`src/hdl/assert_macros.svh`:
```
// ----------------------------------------------------------------------------
// Assertion macros
// Clocked assertion helpers used by the mfmc_core RTL module.
// ----------------------------------------------------------------------------
`ifndef ASSERT_MACROS_SVH
`define ASSERT_MACROS_SVH

// Implication checked on every rising edge, masked while in reset.
`define ASSERT_CLK(label, clk, rst_n, prop, msg) \
    label: assert property (@(posedge clk) disable iff (!rst_n) prop) else $error(msg);

// Invariant checked on every rising edge, masked while in reset.
`define ASSERT_ALWAYS(label, clk, rst_n, expr, msg) \
    label: assert property (@(posedge clk) disable iff (!rst_n) (expr)) else $error(msg);

`endif

```
`src/hdl/mfmc_pkg.sv`:
```
// ----------------------------------------------------------------------------
// mfmc_pkg
// Types and constants for the MFM bit-cell codec with sync detection.
// ----------------------------------------------------------------------------
package mfmc_pkg;

    localparam logic [15:0] SYNC_RAW_A1  = 16'h4489;
    localparam logic [15:0] SYNC_RAW_C2  = 16'h5224;
    localparam logic [7:0]  SYNC_BYTE_A1 = 8'hA1;
    localparam logic [7:0]  SYNC_BYTE_C2 = 8'hC2;

    localparam int IN_DATA_W  = 16;
    localparam int OUT_DATA_W = 8;

    typedef struct packed {
        logic       sync_flag;
        logic [7:0] write_byte;
        logic       index_mark;
        logic       disk_bit;
        logic       mode;
    } t_item;

    typedef struct packed {
        logic reading;
        logic on_index;
        logic sync_seen;
        logic cell_value;
        logic wrote_cell;
    } t_result;

endpackage

```
`src/hdl/mfmc_in_stage.sv`:
```
// ----------------------------------------------------------------------------
// mfmc_in_stage
// Input register: holds one request until the cell engine takes it.
// ----------------------------------------------------------------------------
module mfmc_in_stage (
    input  logic            i_clk,
    input  logic            i_rst_n,
    input  logic            i_valid,
    output logic            o_ready,
    input  mfmc_pkg::t_item i_item,
    output logic            o_valid,
    input  logic            i_take,
    output mfmc_pkg::t_item o_item
);

    logic            r_valid;
    logic            n_valid;
    mfmc_pkg::t_item r_item;
    logic            w_load;

    assign o_ready = !r_valid || i_take;
    assign w_load  = i_valid && o_ready;

    always_comb begin
        n_valid = r_valid;
        if (w_load) begin
            n_valid = 1'b1;
        end else if (i_take) begin
            n_valid = 1'b0;
        end
    end

    always_ff @(posedge i_clk) begin
        if (!i_rst_n) begin
            r_valid <= 1'b0;
        end else begin
            r_valid <= n_valid;
        end
    end

    always_ff @(posedge i_clk) begin
        if (w_load) begin
            r_item <= i_item;
        end
    end

    assign o_valid = r_valid;
    assign o_item  = r_item;

endmodule

```
`src/hdl/mfmc_core.sv`:
```
// ----------------------------------------------------------------------------
// mfmc_core
// Cell engine state and result register: read shift/sync detect, byte load,
// MFM or raw sync cell write.
// ----------------------------------------------------------------------------
`include "assert_macros.svh"

module mfmc_core (
    input  logic              i_clk,
    input  logic              i_rst_n,
    input  logic              i_valid,
    output logic              o_take,
    input  mfmc_pkg::t_item   i_item,
    output logic              o_valid,
    input  logic              i_ready,
    output mfmc_pkg::t_result o_result
);

    logic [15:0]       r_shift,   n_shift;
    logic [15:0]       r_pending, n_pending;
    logic              r_raw,     n_raw;
    logic [3:0]        r_pos,     n_pos;
    logic              r_read,    n_read;
    logic              r_sync,    n_sync;
    logic              r_index,   n_index;
    logic              r_out_valid;
    mfmc_pkg::t_result r_out,     n_out;
    logic              w_cell;
    logic              w_data;

    assign o_take = i_valid && (!r_out_valid || i_ready);

    // next cell to write
    always_comb begin
        w_data = r_pending[{1'b0, ~r_pos[3:1]}];
        if (r_raw) begin
            w_cell = r_pending[~r_pos];
        end else if (r_pos[0]) begin
            w_cell = w_data;
        end else begin
            w_cell = !w_data && !r_shift[0];
        end
    end

    always_comb begin
        n_shift   = r_shift;
        n_pending = r_pending;
        n_raw     = r_raw;
        n_pos     = r_pos;
        n_read    = r_read;
        n_sync    = r_sync;
        n_index   = r_index;
        n_out.wrote_cell = 1'b0;
        if (i_item.mode) begin
            n_read = 1'b0;
            n_pos  = '0;
            if (i_item.sync_flag && i_item.write_byte == mfmc_pkg::SYNC_BYTE_A1) begin
                n_raw     = 1'b1;
                n_pending = mfmc_pkg::SYNC_RAW_A1;
            end else if (i_item.sync_flag && i_item.write_byte == mfmc_pkg::SYNC_BYTE_C2) begin
                n_raw     = 1'b1;
                n_pending = mfmc_pkg::SYNC_RAW_C2;
            end else begin
                n_raw     = 1'b0;
                n_pending = {8'h00, i_item.write_byte};
            end
        end else if (r_read) begin
            n_shift = {r_shift[14:0], i_item.disk_bit};
            n_index = i_item.index_mark;
            n_sync  = (n_shift == mfmc_pkg::SYNC_RAW_A1) || (n_shift == mfmc_pkg::SYNC_RAW_C2);
        end else begin
            n_shift = {r_shift[14:0], w_cell};
            n_pos   = r_pos + 4'd1;
            n_read  = (r_pos == 4'd15);
            n_out.wrote_cell = 1'b1;
        end
        n_out.cell_value = n_shift[0];
        n_out.sync_seen  = n_sync;
        n_out.on_index   = n_index;
        n_out.reading    = n_read;
    end

    always_ff @(posedge i_clk) begin
        if (!i_rst_n) begin
            r_shift     <= '0;
            r_pending   <= '0;
            r_raw       <= 1'b0;
            r_pos       <= '0;
            r_read      <= 1'b1;
            r_sync      <= 1'b0;
            r_index     <= 1'b0;
            r_out_valid <= 1'b0;
        end else begin
            if (o_take) begin
                r_shift   <= n_shift;
                r_pending <= n_pending;
                r_raw     <= n_raw;
                r_pos     <= n_pos;
                r_read    <= n_read;
                r_sync    <= n_sync;
                r_index   <= n_index;
            end
            if (o_take) begin
                r_out_valid <= 1'b1;
            end else if (i_ready) begin
                r_out_valid <= 1'b0;
            end
        end
    end

    always_ff @(posedge i_clk) begin
        if (o_take) begin
            r_out <= n_out;
        end
    end

    assign o_valid  = r_out_valid;
    assign o_result = r_out;

    `ASSERT_CLK(a_load_starts_write, i_clk, i_rst_n, (o_take && i_item.mode) |=> (!r_read && r_pos == 4'd0), "load did not start a write at cell 0")
    `ASSERT_CLK(a_last_cell_reads, i_clk, i_rst_n, (o_take && !i_item.mode && !r_read && r_pos == 4'd15) |=> r_read, "engine did not return to reading after 16 cells")
    `ASSERT_ALWAYS(a_raw_is_sync, i_clk, i_rst_n, (!r_raw || r_pending == mfmc_pkg::SYNC_RAW_A1 || r_pending == mfmc_pkg::SYNC_RAW_C2), "raw write word is not a sync pattern")
    `ASSERT_CLK(a_read_keeps_pos, i_clk, i_rst_n, (o_take && !i_item.mode && r_read) |=> (r_pos == $past(r_pos) && !o_result.wrote_cell), "read tick moved write position")

endmodule

```
`src/hdl/mfm_bit_cell_codec_sync_unit.sv`:
```
// ----------------------------------------------------------------------------
// mfm_bit_cell_codec_sync_unit
// Floppy MFM bit-cell engine: reads cells with sync/index detection and
// writes bytes as MFM cells or raw A1/C2 sync patterns.
// ----------------------------------------------------------------------------
// channel  | dir | content
// s_axis   | in  | one request per cell tick or byte load (tuser = load)
// m_axis   | out | one result per request
//
// One request per cycle sustained while m_axis_tready stays high. A request
// accepted on s_axis is held in the input register until the cell engine takes
// it; the engine registers its result in the result register for m_axis.
// The cell engine updates its state once for each request it takes.
// Reset (i_rst_n low, synchronous) puts the engine in read mode, other state registers 0.
// A stalled output holds its result; the input register takes one more
// request, then s_axis_tready stays low until the result is taken.
// ----------------------------------------------------------------------------
module mfm_bit_cell_codec_sync_unit (
    input  logic                               i_clk,
    input  logic                               i_rst_n,
    input  logic                               s_axis_tvalid,
    output logic                               s_axis_tready,
    // [0] disk_bit, [1] index_mark, [9:2] write_byte, [10] sync_flag
    input  logic [mfmc_pkg::IN_DATA_W-1:0]     s_axis_tdata,
    // [0] mode
    input  logic                               s_axis_tuser,
    output logic                               m_axis_tvalid,
    input  logic                               m_axis_tready,
    // [0] wrote_cell, [1] cell_value, [2] sync_seen, [3] on_index, [4] reading
    output logic [mfmc_pkg::OUT_DATA_W-1:0]    m_axis_tdata
);

    mfmc_pkg::t_item   w_in_item;
    mfmc_pkg::t_item   w_stage_item;
    mfmc_pkg::t_result w_result;
    logic              w_stage_valid;
    logic              w_take;

    assign w_in_item.mode       = s_axis_tuser;
    assign w_in_item.disk_bit   = s_axis_tdata[0];
    assign w_in_item.index_mark = s_axis_tdata[1];
    assign w_in_item.write_byte = s_axis_tdata[9:2];
    assign w_in_item.sync_flag  = s_axis_tdata[10];

    mfmc_in_stage u_in_stage (
        .i_clk   (i_clk),
        .i_rst_n (i_rst_n),
        .i_valid (s_axis_tvalid),
        .o_ready (s_axis_tready),
        .i_item  (w_in_item),
        .o_valid (w_stage_valid),
        .i_take  (w_take),
        .o_item  (w_stage_item)
    );

    mfmc_core u_core (
        .i_clk    (i_clk),
        .i_rst_n  (i_rst_n),
        .i_valid  (w_stage_valid),
        .o_take   (w_take),
        .i_item   (w_stage_item),
        .o_valid  (m_axis_tvalid),
        .i_ready  (m_axis_tready),
        .o_result (w_result)
    );

    assign m_axis_tdata = {3'b000, w_result.reading, w_result.on_index, w_result.sync_seen,
                           w_result.cell_value, w_result.wrote_cell};

endmodule
```
`config.mk`:
```
export PLATFORM = sky130hd
export DESIGN_NAME = mfm_bit_cell_codec_sync_unit
export DESIGN_NICKNAME = d
export VERILOG_FILES = /design/src/hdl/mfmc_pkg.sv /design/src/hdl/mfmc_in_stage.sv /design/src/hdl/mfmc_core.sv /design/src/hdl/mfm_bit_cell_codec_sync_unit.sv
export VERILOG_INCLUDE_DIRS = /design/src /design/src/hdl
export SDC_FILE = /design/constraint.sdc
export NUM_CORES = 1
export LEC_CHECK = 0
export BUFFER_PORTS_ARGS = -buffer_cell sky130_fd_sc_hd__buf_4
export CORE_MARGIN = 3
export CORE_UTILIZATION = 50
export DETAILED_ROUTE_END_ITERATION = 12
export PLACE_DENSITY = 0.74
export SLEW_MARGIN = 20
export SYNTH_ARGS = -nofsm -noshare
export SYNTH_HDL_FRONTEND = slang
export SYNTH_HIERARCHICAL = 1
export SYNTH_SLANG_ARGS = --single-unit
```
`constraint.sdc`:
```
create_clock -name i_clk -period 1.7 [get_ports i_clk]
set_clock_uncertainty 0.05 [all_clocks]
set_input_delay 0.085 -clock i_clk [delete_from_list [all_inputs] [get_ports i_clk]]
set_output_delay 0.085 -clock i_clk [all_outputs]
set_load 0.01 [all_outputs]
```
==> results by group, run 1 <==
Logic synthesis
  • Ys flop type: dfxtp_1
  • Yosys warns: 6
  • Post-synth EDFFs: 17
  • Count leader, synth: dfxtp_1
  • Post-synth top area share: between 30% and 40%
  • Seq cells post-synth: between 50 and 60
  • Post-synth top cells: dfxtp_1, nor2_1, mux2i_1
  • Post-synthesis sequential area ratio: 53.2%
  • Area of the mapped netlist: 2280 µm²
  • Gate Count Post-Synth: 222
  • Post-synth cell types: 52
  • Synth top area cells: dfxtp_1, edfxtp_1, mux2i_1
  • Largest area contributor in the netlist: dfxtp_1
  • Post-synthesis async set-or-reset flop share: 0%
  • Synthesized area per cell: about 10 µm²

Global routing
  • First-pass GRT wire length: 8460 µm
  • GR Overflow Total: 0
  • M1 GR Usage: 28.1%
  • Met2 Track Usage GR: approximately a third
  • Gr busiest metal: met2
  • Met3 Track Usage GR: 4.24%
  • Antenna violations before repair: 0
  • Largest net degree at the start of global routing: 15
  • GRT Util Overall: 20.7%
  • Vias in the first global route: approximately 1,800

Drt
  • Routed wire length: 4890 µm
  • Detailed Routing Iterations Pass 1: 4
  • Per-cell routed wire length: 15.1 µm
  • Initial DRC Count: between 150 and 200
  • Post-route ant nets: 0
  • DR vias/cell: 5.50
  • Drc violations: 0
  • Via count: roughly 1,800

Critical path
  • Setup crit start kind: flop
  • Crit-path max FO: 3
  • CP arrival: around 1.8 ns
  • Reg2Reg Depth: 5
  • CP Class: reg -> reg
  • Crit end category: flop
  • Crit. Startpoint: u_core/r_pending[1]
  • Worst R2R Start: u_core/r_pending[1]
  • Worst R2R End: u_core/o_result[1]
  • Worst Path Required: 1.70 ns
  • Flop2flop setup slack: -0.09 ns

STA
  • Period minus WS final: 1.79 ns
  • Unrepaired setup endpoints after global routing: true
  • Setup violators final: 2
  • Fmax: 559 MHz
  • WHS: around 0.12 ns
  • Max-slew violation count: 0
  • Crit share post-route: 105%
  • Setup TNS: -0.177 ns
  • Post-route setup slack: -0.0904 ns
  • Final Hold Fails: 0

Clock network
  • H-tree levels: 2
  • Clock Latency Late Sink: 0.30 ns
  • Clock root buffer master: clkbuf_8
  • Worst-path clk slew: around 0.090 ns
  • Post-CTS Setup Bufs: 0
  • CTS tree: done
  • Cts bufs inserted: 5
  • TritonCTS Sinks: 52
  • Maximum root-to-sink buffer count: 2

Floorplanning
  • Die ar.: 5400 µm²
  • Core Rows: 23
  • # IOs: 31
  • DIE WIDTH: between 70 and 80 µm
  • Initial Utilization: 54.2%
  • Core Area: 4200 µm²
  • Die span in y: about 73 µm

Finish
  • Nets@finish: 294
  • N_diodes: 0
  • Fin cells: 323
  • Share of layout cells above drive strength 1: 22.0%
  • Synth-to-Final Area Change: 23.6%

Flow run
  • Max_cap viols: 0

Run status
  • Status: finished, violations left
  • Failing checks: negative setup slack

Min path
  • Worst Hold End: u_core/o_valid
  • Hold Path Class: in -> reg
  • Hold Crit Start: m_axis_tready
  • Hold path depth: 3

Power and ir drop
  • Total power: 0.00230 W
  • PD cells: roughly 800 nW/µm²
  • Worst vdd ir: 0.000993 V
  • Leak: around 1.1 nW

Place
  • # port buffers: 22
  • Detail Placement HPWL: 3230 µm
  • GP Congestion: 0.808
  • Placed cells: 301
per-stage QoR:
step	setup slack, ns	utilization, %	area, µm²
floorplan	0.00584	-	2280
global placement	-0.0791	61.3	2570
detailed placement	-0.138	61.3	2570
CTS	-0.0649	66.6	2800
global route	-0.156	66.9	2810
finish	-0.0904	66.9	2810
kinds of logic (layout without fill, tap and decap cells):
kind of cell / Yosys count / in the layout / synth area share, %
AO/OA/AOI/OAI: 45 / 45 / 13.5
adder cells (fa/ha/maj): 1 / 1 / 0.550
buffers and inverters: 21 / 70 / 4.89
flip-flops: 52 / 52 / 53.2
multiplexers: 21 / 21 / 9.57
other: 1 / 3 / 0.165
AND/OR/NAND/NOR: 81 / 81 / 18.1
worst max-delay path by stage:
| stage | cells past startpoint | end | slack, ns |
|---|---|---|---|
| global route | 6 | u_core/r_shift[0] | -0.16 |
| detailed placement | 5 | u_core/o_result[1] | -0.14 |
| global placement | 5 | u_core/o_result[1] | -0.08 |
| finish | 5 | u_core/o_result[1] | -0.09 |
| floorplan | 6 | u_core/o_result[1] | 0.006 |
| CTS | 5 | u_core/o_result[1] | -0.06 |
worst max-delay path, cell delays in order, from the launching register on:
cell and delay (ns):
dfxtp_1 0.36, or2b_1 0.23, a22o_1 0.18, a211o_1 0.26, a311oi_2 0.36, a21oi_2 0.10
routing by layer:
metal	wire [µm]	share of wire, %
met5	0	0
met4	67	1.4
met3	260	5.3
met2	2310	47
met1	2250	46
layout by cell type, fill, tap and decap left out, types with 3 or more instances in the layout:
cell and instances:
buf_4 38, dfxtp_1 32, nor2_1 29, mux2i_1 18, nand2_1 17, edfxtp_1 17, dlygate4sd3_1 14, a21oi_1 12
inv_1 8, o21ai_0 8, nor3_1 7, nand2b_1 6, clkbuf_8 5, nand3_1 5, a22oi_1 5, conb_1 3
nor4_1 3, dfxtp_2 3
power breakdown:
| group | switching, W | internal [W] |
|---|---|---|
| clock network | 0.000376 | 0.000287 |
| logic | 0.000130 | 0.000134 |
| registers | 0.0000389 | 0.00134 |
state kept, by name (all words and copies together) (netlist names):
| name | flops |
|---|---|
| u_core/r_read | 1 |
| u_core/r_shift | 15 |
| u_core/r_index | 1 |
| u_core/r_raw | 1 |
| u_core/r_pending | 10 |
| u_core/o_result | 5 |
| u_core/r_sync | 1 |
| u_core/o_valid | 1 |
| u_core/r_pos | 4 |
| u_in_stage/o_valid | 1 |
| u_in_stage/o_item | 12 |
timing repair:
action                                  4_1_cts  5_1_grt
endpoints found under the setup margin        2        6
endpoints found under the hold margin        14        0
gates resized for setup                       3        3
hold buffers                                 14        0
pin swaps                                     0        3
layout make-up:
| type | count | area [µm²] |
|---|---|---|
| Timing Repair Buffer | 53 | 445 |
| Inverter | 9 | 33.8 |
| Fill cell | 310 | 1390 |
| Tap cell | 50 | 62.6 |
| Clock inverter | 1 | 3.75 |
| Multi-Input combinational cell | 151 | 976 |
| Sequential cell | 52 | 1210 |
| Clock buffer | 7 | 76.3 |
(Power assumes the default switching activity.)
==> run 2: changes to the inputs <==
SETUP_SLACK_MARGIN = 0.1   (was not set)
==> run 2 against run 1 <==
Effect of this change: worst setup slack improved by 0.063 ns; die area unchanged; flip-flop and latch count did not move; clock power is 0.6% lower; final cell count fell by 1.5%; non-clock buffer count fell by 5; utilization is 0.27 points higher; critical endpoint unchanged; largest power group unchanged; critical path depth stayed put; routed wire length down 6.7%; the run still ends with negative setup slack left; count of clock-buffer cells in the layout stayed put.
==> results by group, run 2 (synthesized netlist as in run 1, its figures left out) <==
Power and ir drop
  • Switching fraction of total power: 23.3% (-0.37 points)
  • Worst vdd ir: 0.000574 V (-42%)
  • Combinational group share of total power: 11.4% (about the same)
  • Leak: 1.06 nW (-1.4%)
  • Sequential power share: 59.9% (+0.2 points)
  • Clk pwr share: 28.7% (about the same)
  • Internal power: 0.00176 W (about the same)
  • Total power: 0.00229 W (-0.44%)
  • PD cells: 812 nW/µm² (-0.84%)
  • Psw: 0.000534 W (-2.0%)

Drt
  • Via count: 1,746 (-1.8%)
  • Per-cell routed wire length: 14.3 µm (-5.2%)
  • Initial DRC Count: 113 (-34%)
  • Post-route ant nets: 0 (unchanged)
  • Routed wire length: 4560 µm (-6.7%)
  • DR vias/cell: 5.49 (-0.26%)
  • Drc violations: 0 (unchanged)
  • Detailed Routing Iterations Pass 1: 4 (unchanged)

Global routing
  • GRT Util Overall: 18.7% (-2.0 points)
  • Largest net degree at the start of global routing: 22 (+7)
  • Vias in the first global route: 1,665 (-6.3%)
  • Antenna violations before repair: 0 (unchanged)
  • First-pass GRT wire length: 7760 µm (-8.3%)
  • GR Overflow Total: 0 (unchanged)

Finish
  • Multi-input logic area: 992 µm² (+1.7%)
  • Seq. cell area: 1220 µm² (+0.51%)
  • Synth-to-Final Area Change: 24.1%
  • Final core utilization: 67.2% (+0.27 points)
  • Max FFs per register: 15 (unchanged)
  • Layout filler cell count: 329 (+6.1%)
  • N_diodes: 0 (unchanged)
  • Share of layout cells above drive strength 1: 22.8% (+0.78 points)
  • Fin cells: 318 (-1.5%)
  • Nets@finish: 289 (-1.7%)
  • Design area: 2820 µm² (+0.40%)
  • Largest Register: u_core/r_shift
  • Most frequent cells in the layout: buf_4, dfxtp_1, nor2_1

STA
  • Final Hold Fails: 0 (unchanged)
  • Period minus WS final: 1.73 ns (-0.0627 ns)
  • Post-route setup slack: -0.0277 ns (+0.0627 ns)
  • WHS: 0.125 ns (+0.00262 ns)
  • Unrepaired setup endpoints after global routing: true
  • Max-slew violation count: 0 (unchanged)
  • Setup violators final: 1 (-1)
  • Crit share post-route: 102% (-3.7 points)
  • Fmax: 579 MHz (+3.6%)

Critical path
  • Worst Path Required: 1.69 ns (about the same)
  • Crit-path max FO: 3 (unchanged)
  • Setup crit start kind: flop
  • Critical Path Max Stage Delay: 0.38 ns (+0.02 ns)
  • CP delay by family, top: compound AO/OA/AOI/OAI gates
  • CP Class: reg -> reg
  • Bufs and invs on worst path: 0 (unchanged)
  • CP max-delay cell: dfxtp_4
  • Critical Path, Cell by Cell: mux2_4, a2bb2oi_1, and4b_1, a311oi_2, a21oi_1
  • Crit end category: flop
  • Flop2flop setup slack: -0.03 ns (+0.06 ns)
  • CP arrival: 1.72 ns (-0.07 ns)

Run status
  • Failing checks: negative setup slack
  • Status: finished, violations left

Min path
  • Hold Path Class: in -> reg

Clock network
  • Clock root buffer master: clkbuf_8
  • TritonCTS Sinks: 52 (unchanged)
  • H-tree levels: 2 (unchanged)
  • Clock Latency Late Sink: 0.30 ns (about the same)
  • Cts bufs inserted: 5 (unchanged)
  • CTS tree: done
  • Worst-path clk slew: 0.09 ns (about the same)
  • Maximum root-to-sink buffer count: 2 (unchanged)

Place
  • Placed cells: 296 (-1.7%)
  • Detail Placement HPWL: 3070 µm (-4.8%)
  • Post-DP Area: 2560 µm² (-0.39%)
  • GP Congestion: 0.824 (+2.0%)
  • # port buffers: 22 (unchanged)

Floorplanning
  • Die ar.: 5400 µm² (unchanged)
  • Die span in y: 73.5 µm (unchanged)
  • # IOs: 31 (unchanged)
  • Core Rows: 23 (unchanged)
  • Initial Utilization: 54.2% (unchanged)
  • DIE WIDTH: 73.5 µm (unchanged)
  • Core Area: 4200 µm² (unchanged)

Flow run
  • Max_cap viols: 0 (unchanged)
-- run 2: per-layer routing --
| metal | vias to the layer above | track usage [%] | routed length [µm] | part of all wire (%) |
|---|---|---|---|---|
| li1 | 882 | - | - | - |
| met1 | 819 | 25.5 | 2170 | 48 |
| met2 | 41 | 30.3 | 2170 | 48 |
| met3 | 4 | 4.10 | 184 | 4.0 |
| met4 | 0 | 4.23 | 31 | 0.68 |
| met5 | - | 0 | 0 | 0 |
-- run 2: worst register-to-register path: stages (launching register included) --
cell       delay, ns
dfxtp_4         0.38
mux2_4          0.30
a2bb2oi_1       0.15
and4b_1         0.20
a311oi_2        0.29
a21oi_1         0.11
-- run 2: layout make-up --
type / instances / share of cell area, %
timing repair buffer: 48 / 15.3
multi-input combinational: 151 / 35.1
tap: 50 / 2.22
clock inverter: 1 / 0.177
sequential: 52 / 43.2
inverter: 9 / 1.20
clock buffer: 7 / 2.70
-- run 2: through the flow --
step | setup TNS (ns) | setup slack [ns]
floorplan | 0 | 0.0422
global placement | -0.0303 | -0.0303
detailed placement | -0.104 | -0.0770
CTS | -0.0309 | -0.0309
global route | -0.117 | -0.0866
finish | -0.0277 | -0.0277
-- run 2: path summary, 6_finish.rpt --
check | endpoint | depth (start not counted) | from
setup / recovery | u_core/o_result[1] | 5 | u_core/r_pos[1]
hold / removal | u_core/o_valid | 3 | m_axis_tready
hold reg to reg | u_core/r_pending[4] | 2 | u_core/r_pending[4]
setup reg to reg | u_core/o_result[1] | 5 | u_core/r_pos[1]
-- run 2: repair_timing --
action                                 4_1_cts  5_1_grt
pin swaps                                    2        0
endpoints found under the hold margin       14        0
setup endpoints to repair                    2       10
gates resized for setup                      4        6
buffers inserted                             0        0
hold buffers                                14        0
-- run 2: power groups by stage --
stage / combinational [W] / sequential, W / clock, W
after global placement: 0.000226 / 0.00140 / 0
final: 0.000261 / 0.00137 / 0.000659
after CTS: 0.000257 / 0.00137 / 0.000675
after detailed placement: 0.000228 / 0.00140 / 0
after floorplan: 0.000135 / 0.00139 / 0
after global routing: 0.000288 / 0.00138 / 0.000721
